## src/rtl/tth_b32_pkg.sv

```systemverilog
// Types, constants and character helpers for the tag extractor
`default_nettype none

package tth_b32_pkg;

  localparam int ByteW     = 8;
  localparam int WordW     = 64;
  localparam int HashW     = 3 * WordW;
  localparam int StatusW   = 2;
  localparam int OutFieldW = StatusW + HashW;
  localparam int OutTdataW = ((OutFieldW + 7) / 8) * 8;
  localparam int DigitW    = 6;
  localparam int TagW      = 2;
  localparam int DigitBitW = 5;
  localparam int LastBitW  = 2;

  localparam logic [DigitW-1:0] DigitsTotal = 6'd39;
  localparam logic [DigitW-1:0] DigitsLast  = 6'd38;

  localparam logic [ByteW-1:0] CharT     = 8'h54;
  localparam logic [ByteW-1:0] CharH     = 8'h48;
  localparam logic [ByteW-1:0] CharColon = 8'h3a;
  localparam logic [ByteW-1:0] CharA     = 8'h41;
  localparam logic [ByteW-1:0] CharZ     = 8'h5a;
  localparam logic [ByteW-1:0] Char2     = 8'h32;
  localparam logic [ByteW-1:0] Char7     = 8'h37;
  localparam logic [ByteW-1:0] DigitBase = 8'd26;

  // matcher result: 0..3 chars matched, 4 = tag complete
  localparam logic [2:0] TagDone = 3'd4;

  localparam logic [StatusW-1:0] StNone = 2'd0;
  localparam logic [StatusW-1:0] StHash = 2'd1;
  localparam logic [StatusW-1:0] StBad  = 2'd2;

  typedef enum logic [3:0] {
    PH_SEARCH = 4'b0001,
    PH_DECODE = 4'b0010,
    PH_DONE   = 4'b0100,
    PH_FAIL   = 4'b1000
  } phase_t;

  typedef struct packed {
    phase_t            phase;
    logic [TagW-1:0]   tag_prog;
    logic [DigitW-1:0] digit_cnt;
  } scan_state_t;

  localparam scan_state_t ScanReset = '{phase: PH_SEARCH, tag_prog: '0, digit_cnt: '0};

  // prefix automaton for "TTH:"
  function automatic logic [2:0] tag_next(input logic [TagW-1:0] p, input logic [ByteW-1:0] c);
    logic [2:0] r;
    r = 3'd0;
    case (p)
      2'd0: r = (c == CharT) ? 3'd1 : 3'd0;
      2'd1: r = (c == CharT) ? 3'd2 : 3'd0;
      2'd2: r = (c == CharH) ? 3'd3 : ((c == CharT) ? 3'd2 : 3'd0);
      2'd3: r = (c == CharColon) ? TagDone : ((c == CharT) ? 3'd1 : 3'd0);
      default: r = 3'd0;
    endcase
    return r;
  endfunction

  // {valid, value}
  function automatic logic [DigitBitW:0] b32_value(input logic [ByteW-1:0] c);
    logic [DigitBitW:0] r;
    r = '0;
    if (c >= CharA && c <= CharZ) begin
      r = {1'b1, DigitBitW'(c - CharA)};
    end else if (c >= Char2 && c <= Char7) begin
      r = {1'b1, DigitBitW'(c - Char2 + DigitBase)};
    end
    return r;
  endfunction

endpackage

`default_nettype wire

```

## src/rtl/tth_b32_step.sv

```systemverilog
// Next-state logic of the tag matcher and base32 shift-in for one character
`default_nettype none

module tth_b32_step (
  input  tth_b32_pkg::scan_state_t       cur,
  input  logic [tth_b32_pkg::HashW-1:0]   acc,
  input  logic [tth_b32_pkg::ByteW-1:0]   text_byte,
  output tth_b32_pkg::scan_state_t       nxt,
  output logic [tth_b32_pkg::HashW-1:0]   acc_next,
  output logic [tth_b32_pkg::StatusW-1:0] status
);
  import tth_b32_pkg::*;

  logic [2:0]           tag;
  logic [DigitBitW:0]   digit;
  logic                 digit_ok;
  logic [DigitBitW-1:0] digit_val;

  assign tag       = tag_next(cur.tag_prog, text_byte);
  assign digit     = b32_value(text_byte);
  assign digit_ok  = digit[DigitBitW];
  assign digit_val = digit[DigitBitW-1:0];

  always_comb begin
    nxt      = cur;
    acc_next = acc;
    case (cur.phase)
      PH_SEARCH: begin
        if (tag == TagDone) begin
          nxt.phase     = PH_DECODE;
          nxt.tag_prog  = '0;
          nxt.digit_cnt = '0;
          acc_next      = '0;
        end else begin
          nxt.tag_prog = tag[TagW-1:0];
        end
      end
      PH_DECODE: begin
        if (!digit_ok) begin
          nxt.phase = PH_FAIL;
        end else if (cur.digit_cnt < DigitsLast) begin
          acc_next      = {acc[HashW-DigitBitW-1:0], digit_val};
          nxt.digit_cnt = cur.digit_cnt + 6'd1;
        end else begin
          // last character only gives its top two bits
          acc_next      = {acc[HashW-LastBitW-1:0], digit_val[DigitBitW-1 -: LastBitW]};
          nxt.digit_cnt = DigitsTotal;
          nxt.phase     = PH_DONE;
        end
      end
      default: ;
    endcase
  end

  always_comb begin
    case (nxt.phase)
      PH_SEARCH: status = StNone;
      PH_DONE:   status = StHash;
      default:   status = StBad;
    endcase
  end

endmodule

`default_nettype wire

```

## src/rtl/tiger_tree_tag_base32_extract.sv

```systemverilog
// Top level: finds "TTH:" in a byte stream and decodes the base32 hash after it
//
//   channel   dir  fields (lowest bit first)                       per transfer
//   s_axis    in   tdata: text_byte; tlast: string_end              one character
//   m_axis    out  tdata: status, hash_high, hash_mid, hash_low     one per string
//
// One character per cycle unless a tlast character is stalled; each character is
// first held in the input register, then the matcher/decoder updates the scan
// state and, on tlast, loads the result register.
// A waiting result stalls only a character carrying tlast; others keep flowing.
// rst is synchronous and clears the scan state and both valid flags.
`default_nettype none

module tiger_tree_tag_base32_extract (
  input  logic                                clk,
  input  logic                                rst,
  input  logic                                s_axis_tvalid,
  output logic                                s_axis_tready,
  input  logic [tth_b32_pkg::ByteW-1:0]       s_axis_tdata,  // text_byte
  input  logic                                s_axis_tlast,  // string_end
  output logic                                m_axis_tvalid,
  input  logic                                m_axis_tready,
  // status, hash_high, hash_mid, hash_low, zero padding
  output logic [tth_b32_pkg::OutTdataW-1:0]   m_axis_tdata
);
  import tth_b32_pkg::*;

  logic              in_valid;
  logic [ByteW-1:0]  in_byte;
  logic              in_last;

  scan_state_t       scan;
  scan_state_t       scan_next;
  logic [HashW-1:0]  acc;
  logic [HashW-1:0]  acc_next;
  logic [StatusW-1:0] status_next;

  logic out_free;
  logic proc;

  assign out_free      = !m_axis_tvalid || m_axis_tready;
  assign proc          = in_valid && (!in_last || out_free);
  assign s_axis_tready = !in_valid || proc;

  tth_b32_step u_step (
    .cur       (scan),
    .acc       (acc),
    .text_byte (in_byte),
    .nxt       (scan_next),
    .acc_next  (acc_next),
    .status    (status_next)
  );

  always_ff @(posedge clk) begin
    if (rst) begin
      in_valid <= 1'b0;
    end else if (s_axis_tready) begin
      in_valid <= s_axis_tvalid;
    end
  end

  always_ff @(posedge clk) begin
    if (s_axis_tready && s_axis_tvalid) begin
      in_byte <= s_axis_tdata;
      in_last <= s_axis_tlast;
    end
  end

  always_ff @(posedge clk) begin
    if (rst) begin
      scan <= ScanReset;
    end else if (proc) begin
      scan <= in_last ? ScanReset : scan_next;
    end
  end

  // accumulator is cleared when the tag is found, so no reset needed
  always_ff @(posedge clk) begin
    if (proc) begin
      acc <= acc_next;
    end
  end

  always_ff @(posedge clk) begin
    if (rst) begin
      m_axis_tvalid <= 1'b0;
    end else if (proc && in_last) begin
      m_axis_tvalid <= 1'b1;
    end else if (m_axis_tready) begin
      m_axis_tvalid <= 1'b0;
    end
  end

  always_ff @(posedge clk) begin
    if (proc && in_last) begin
      if (status_next == StHash) begin
        m_axis_tdata <= {{(OutTdataW-OutFieldW){1'b0}},
                         acc_next[WordW-1:0], acc_next[2*WordW-1:WordW],
                         acc_next[HashW-1:2*WordW], status_next};
      end else begin
        m_axis_tdata <= {{(OutTdataW-StatusW){1'b0}}, status_next};
      end
    end
  end

endmodule

`default_nettype wire

```

## config.mk

```make
export PLATFORM = sky130hd
export DESIGN_NAME = tiger_tree_tag_base32_extract
export DESIGN_NICKNAME = d
export VERILOG_FILES = /design/src/rtl/tth_b32_pkg.sv /design/src/rtl/tth_b32_step.sv /design/src/rtl/tiger_tree_tag_base32_extract.sv
export SDC_FILE = /design/constraint.sdc
export NUM_CORES = 1
export LEC_CHECK = 0
export ABC_AREA = 1
export BUFFER_PORTS_ARGS = -buffer_cell sky130_fd_sc_hd__buf_2
export CORE_MARGIN = 2
export CORE_UTILIZATION = 50
export CTS_BUF_LIST = sky130_fd_sc_hd__clkbuf_8
export CTS_CLUSTER_DIAMETER = 40
export DETAILED_ROUTE_END_ITERATION = 8
export PLACE_DENSITY = 0.7
export RECOVER_POWER = 25
export SETUP_SLACK_MARGIN = 0.02
export SYNTH_ARGS = -nofsm -noshare
export SYNTH_HDL_FRONTEND = slang
export SYNTH_SLANG_ARGS = --single-unit
export TNS_END_PERCENT = 5
```

## constraint.sdc

```tcl
create_clock -name clk -period 13.8 [get_ports clk]
set_input_delay 2.07 -clock clk [delete_from_list [all_inputs] [get_ports clk]]
set_output_delay 2.07 -clock clk [all_outputs]
set_load 0.005 [all_outputs]
```

---- Yosys cells after proc, flatten, opt, wreduce, memory -nomap -nowiden ----
Index checks and enable logic that the tools add are counted.
operators by class
  equality and inequality tests ........... 14
  reductions and logical operators ........ 17
  $lt $le $gt $ge ......................... 5
  $add $sub $neg .......................... 4
  muxes and demuxes ....................... 25
operators by type and width
  cell                                                  count
  two-way mux 192 bit                                   3
  case mux 192 bit (2 select lines)                     1
  two-way mux 6 bit                                     5
  equality test 8 x 7 -> 1 bit (second input constant)  2
  two-way mux 12 bit                                    1
  two-way mux 4 bit                                     3
  case mux 3 bit (4 select lines)                       1
  case mux 6 bit (2 select lines)                       1
  equality test 4 x 1 -> 1 bit (second input constant)  2
  equality test 8 x 6 -> 1 bit (second input constant)  1
  >= comparator 8 x 6 -> 1 bit (second input constant)  1
  >= comparator 8 x 7 -> 1 bit (second input constant)  1
  <= comparator 8 x 6 -> 1 bit (second input constant)  1
  <= comparator 8 x 7 -> 1 bit (second input constant)  1
  case mux 4 bit (2 select lines)                       1
  adder 6 x 1 -> 6 bit (second input constant)          1
  < comparator 6 bit (second input constant)            1
  two-way mux 2 bit                                     3
  two-way mux 3 bit                                     2
  != test 3 x 2 -> 1 bit (second input constant)        2
  adder 5 bit (second input constant)                   1
  logical AND 1 bit                                     5
  subtractor 5 x 1 -> 5 bit (second input constant)     1
  subtractor 5 bit (second input constant)              1
  other kinds (14)                                      23
storage, ports and cells
  register bits ........................... 415
  bits of input ports ..................... 13
  logic and storage cells ................. 75

---- Depth between registers and ports, before layout ----
  word-level depth ........................ 10
  mapped depth ............................ 15
  depth with buffers taken out ............ 13

---- Hierarchy ----
Synthesis repeated with hierarchy kept, for this count alone.
unflattened totals
  cell total of the unflattened synthesis .. 2239
  area total of the unflattened synthesis .. 20205.6 µm²
by module, submodules not included
  module                         times used  cells an instance  sequential area each (µm²)  area an instance (µm²)
  tiger_tree_tag_base32_extract  1           880                12141.6                     13998.4
  tth_b32_step                   1           1359               0.0                         6207.2

---- Worst setup path before layout ----
No wires, ideal clock.
  path kind ............................... input-to-reg
  start ................................... in m_axis_tready
  end ..................................... reg m_axis_tdata[0] in the netlist's numbering, enable pin
  buffers on the path ..................... 0
  data required time ...................... 13256 ps
  slack ................................... 3031 ps
  cell stages on the path ................. 6
  arrival time ............................ 10224 ps
  cells stage by stage .................... nor2_1 > nand2_1 > nand2_1 > inv_1 > nand2_1 > inv_1
between the ends
  word-level cells in the longest chain between the ends .. 4
RTL lines
  item                  RTL line                              source
  start, declared       tiger_tree_tag_base32_extract.sv:22   input logic m_axis_tready,
  logical OR 1 bit      tiger_tree_tag_base32_extract.sv:41   assign out_free = !m_axis_tvalid || m_axis_tready;
  logical OR 1 bit      tiger_tree_tag_base32_extract.sv:42   assign proc = in_valid && (!in_last || out_free);
  logical AND 1 bit     tiger_tree_tag_base32_extract.sv:42
  named net proc        tiger_tree_tag_base32_extract.sv:39   logic proc;
  logical AND 1 bit     tiger_tree_tag_base32_extract.sv:95   if (proc && in_last) begin
  end signal, assigned  tiger_tree_tag_base32_extract.sv:97   m_axis_tdata <= {{(OutTdataW-OutFieldW){1'b0}},
  end signal, assigned  tiger_tree_tag_base32_extract.sv:101  m_axis_tdata <= {{(OutTdataW-StatusW){1'b0}}, status_next};
  end, declared         tiger_tree_tag_base32_extract.sv:24   output logic [tth_b32_pkg::OutTdataW-1:0] m_axis_tdata
The timed path passes the listed nets, and every way through them passes these cells.
A chain may end at the register's enable or synchronous reset.

---- Worst setup path in the final report ----
  start ................................... reg scan[4] in the netlist's numbering
  end ..................................... reg m_axis_tdata[63] in the netlist's numbering, data pin
between the ends
  word-level cells in the longest chain between the ends .. 7
  elaborated cells on any way between the ends .. 11
RTL lines
  item                                                                          RTL line                             source
  start, declared                                                               tiger_tree_tag_base32_extract.sv:32  scan_state_t scan;
  start signal, assigned                                                        tiger_tree_tag_base32_extract.sv:71  scan <= ScanReset;
  start signal, assigned                                                        tiger_tree_tag_base32_extract.sv:73  scan <= in_last ? ScanReset : scan_next;
  < comparator 6 bit *                                                          tth_b32_step.sv:41                   end else if (cur.digit_cnt < DigitsLast) begin
  two-way mux 4 bit                                                             tth_b32_step.sv:41
  two-way mux 4 bit                                                             tth_b32_step.sv:39                   if (!digit_ok) begin
  case mux 4 bit (2 select lines)                                               tth_b32_step.sv:27                   case (cur.phase)
  equality test 4 x 3 -> 1 bit or equality test 4 x 1 -> 1 bit (tied branches)  tth_b32_step.sv:56                   case (nxt.phase)
  case mux 2 bit (2 select lines)                                               tth_b32_step.sv:56
  equality test 2 x 1 -> 1 bit                                                  tiger_tree_tag_base32_extract.sv:96  if (status_next == StHash) begin
Every way passes the cells marked *; elsewhere a longest branch is shown, timed or not.

==> qor.yml <==
status: "finished, violations left"
violations: "max-capacitance violations, max-slew violations"
drt-total-wl_um: 43300
setup_viol: 0
setup-tns-final_ns: 0
dpl_cell_area_sq_um: 20600
seqCellArea_sq_um: 12100
fin_nets: 2236
initial_core_util: 0.505
synthFlopType: "edfxtp_1"
cap_violations: 3
routabilityCongestion: 0.826
holdPathStages: 2
routedWlPerCell_um: 15.6
r2r-start: "scan[4]$_SDFFE_PP0P_"
synth-async-reset-ratio: 0
viasPerCell: 5.05
grt_max_degree: 132
num_vias: 14100
numCtsBuffers: 70
postSynthAreaPerCell_sq_um: 9.56
ys_types: 32
pin_count: 215
area_growth_pct: 12.6
place_ws_ns: 8.24
fp.dieArea_sq_um: 40500
cp.arrival_ns: 7.33
slew_headroom: -0.790
multi_input_area_sq_um: 5320
clockRootBuffer: "clkbuf_8"
layout_common_cells: "nand2_1 (397), edfxtp_1 (395), inv_1 (369), nor2_1 (256), buf_2 (197)"
grt.overflow.total: 0
post-route-period-util: 0.509
p_leak_nw: 9.73
placed_cells: 2663
fin_ws_ns: 6.78
rows: 72
fp.dieW_um: 201
seq_area_frac_synth: 0.624
dr.pass1.iters: 6
cp_max_fo: 77
final_util: 0.569
h-tree-depth: 3
start_kind: "flop"
grt_pass1_wl_um: 69800
netlist_area_sq_um: 19500
netlist_instances: 2037
crit_path_end: "m_axis_tdata[63]$_SDFFCE_PP0P_"
synth_warnings: 0
tightest_slew_ns: 2.68
holdBufCountCts: 0
powerDensity_nw_per_um2: 122
n_fill_cell: 3494
synth-edff-count: 395
clkSlewWorstSetupHoldPaths_ns: 0.06
grt_usage: 0.213
clk_latency_ns: 0.60
fin_cells: 2782
rsz0062_at_grt: "no"
drive_gt1_frac: 0.182
cts_sinks: 409
post_cts_buffers: 0
crit_start: "scan[4]$_SDFFE_PP0P_"
synth_seq_cells: 409
max-clock-path-buffers: 3
report.final.slew_viol_count: 174
period_minus_slack_ns: 7.02
power_mw: 2.67
holdWs_ns: 0.487
post-route-drc-count: 0
num_antenna_cells: 0
cts_tree: "done"
r2r_setup_slack_ns: 6.78
max_freq_ghz: 0.142
io_buffers: 208
antenna_found_initial: 0
hold_path.class: "reg2reg"
r2r_end: "m_axis_tdata[63]$_SDFFCE_PP0P_"
hold_viol_final: 0
critical_path_class: "reg2reg"
hpwl_um: 26900
dieHeight_um: 201
first_iter_violations: 1177
cp-end-kind: "flop"
peakVddDrop_uv: 71.7
detail-route-antenna-nets: 0
worstPathRequired_ns: 14.11
grt_pass1_vias: 13500
core-area_sq_um: 38600
final_common_cell: "nand2_1"
fin_worst_skew_ns: 0.0190
final_area_sq_um: 21900
cts_resized: 0
rr_worst_depth: 12
[where the power goes]
| part | internal (mW) | switching [mW] | total, mW |
|---|---|---|---|
| sequential | 1.42 | 0.0259 | 1.44 |
| clock | 0.589 | 0.481 | 1.07 |
| combinational | 0.0459 | 0.113 | 0.159 |
| total | 2.05 | 0.620 | 2.67 |
[cells in the mapped netlist, types with 2 or more instances]
cell / number / share of area
a211oi_1: 2 / 0.00077
a21oi_1: 142 / 0.037
buf_1: 6 / 0.0012
buf_2: 46 / 0.012
buf_4: 8 / 0.0031
buf_6: 21 / 0.012
clkbuf_1: 34 / 0.0066
dfxtp_1: 14 / 0.014
edfxtp_1: 395 / 0.61
ha_1: 6 / 0.0039
inv_1: 357 / 0.069
inv_2: 4 / 0.00077
nand2_1: 400 / 0.077
nand2_2: 2 / 0.00064
nand3_1: 57 / 0.015
nand3_2: 4 / 0.0021
nand4_1: 12 / 0.0039
nor2_1: 256 / 0.049
nor2_2: 92 / 0.030
o2111ai_1: 24 / 0.011
o21ai_0: 137 / 0.035
or2_2: 7 / 0.0022
xor2_1: 2 / 0.00090
[per-layer routing]
metal,GRT usage,wire (um)
met2,0.340,20000
met1,0.299,19700
met5,0,0
met4,0.0672,736
met3,0.0385,2870
[worst min-delay path by stage]
stage                                  to             startpoint  slack, ns
floorplan           scan[11]$_SDFFE_PP0P_  scan[11]$_SDFFE_PP0P_       0.45
global placement    scan[11]$_SDFFE_PP0P_  scan[11]$_SDFFE_PP0P_       0.47
CTS                 scan[11]$_SDFFE_PP0P_  scan[11]$_SDFFE_PP0P_       0.48
global route        scan[11]$_SDFFE_PP0P_  scan[11]$_SDFFE_PP0P_       0.51
finish              scan[11]$_SDFFE_PP0P_  scan[11]$_SDFFE_PP0P_       0.49
detailed placement  scan[11]$_SDFFE_PP0P_  scan[11]$_SDFFE_PP0P_       0.47
[logic make-up after synthesis]
kind of cell	synth area share
compound gates	0.0833
xor+xnor	0.00135
fa+ha+maj	0.00386
buf+inv	0.105
flops	0.624
other cells	0.000193
simple gates	0.182
[critical path, cell delays in order (launching register included)]
cell and delay, ns:
dfxtp_1 0.31, inv_1 0.11, nand3_1 0.13, nand2_4 0.53, clkinvlp_2 2.11, nor2_1 0.66
nand3_2 0.15, nand3_2 0.17, nor2_1 0.08, nand2_4 0.46, buf_4 0.96, buf_4 0.77
nor2_1 0.11
[registers in the layout, summed over array words and instances (netlist names)]
| register | cells |
|---|---|
| in_valid | 1 |
| scan | 12 |
| m_axis_tdata | 194 |
| in_last | 1 |
| acc | 192 |
| m_axis_tvalid | 1 |
| in_byte | 8 |
[final cells by class]
class                           instances  area share
Tap cell                              518      0.0296
Sequential cell                       409       0.554
Multi-Input combinational cell       1156       0.242
Clock buffer                           78      0.0490
Inverter                              361      0.0625
Timing Repair Buffer                  219      0.0504
Clock inverter                         41      0.0123
Note: power is estimated with default switching activity, not from simulation.
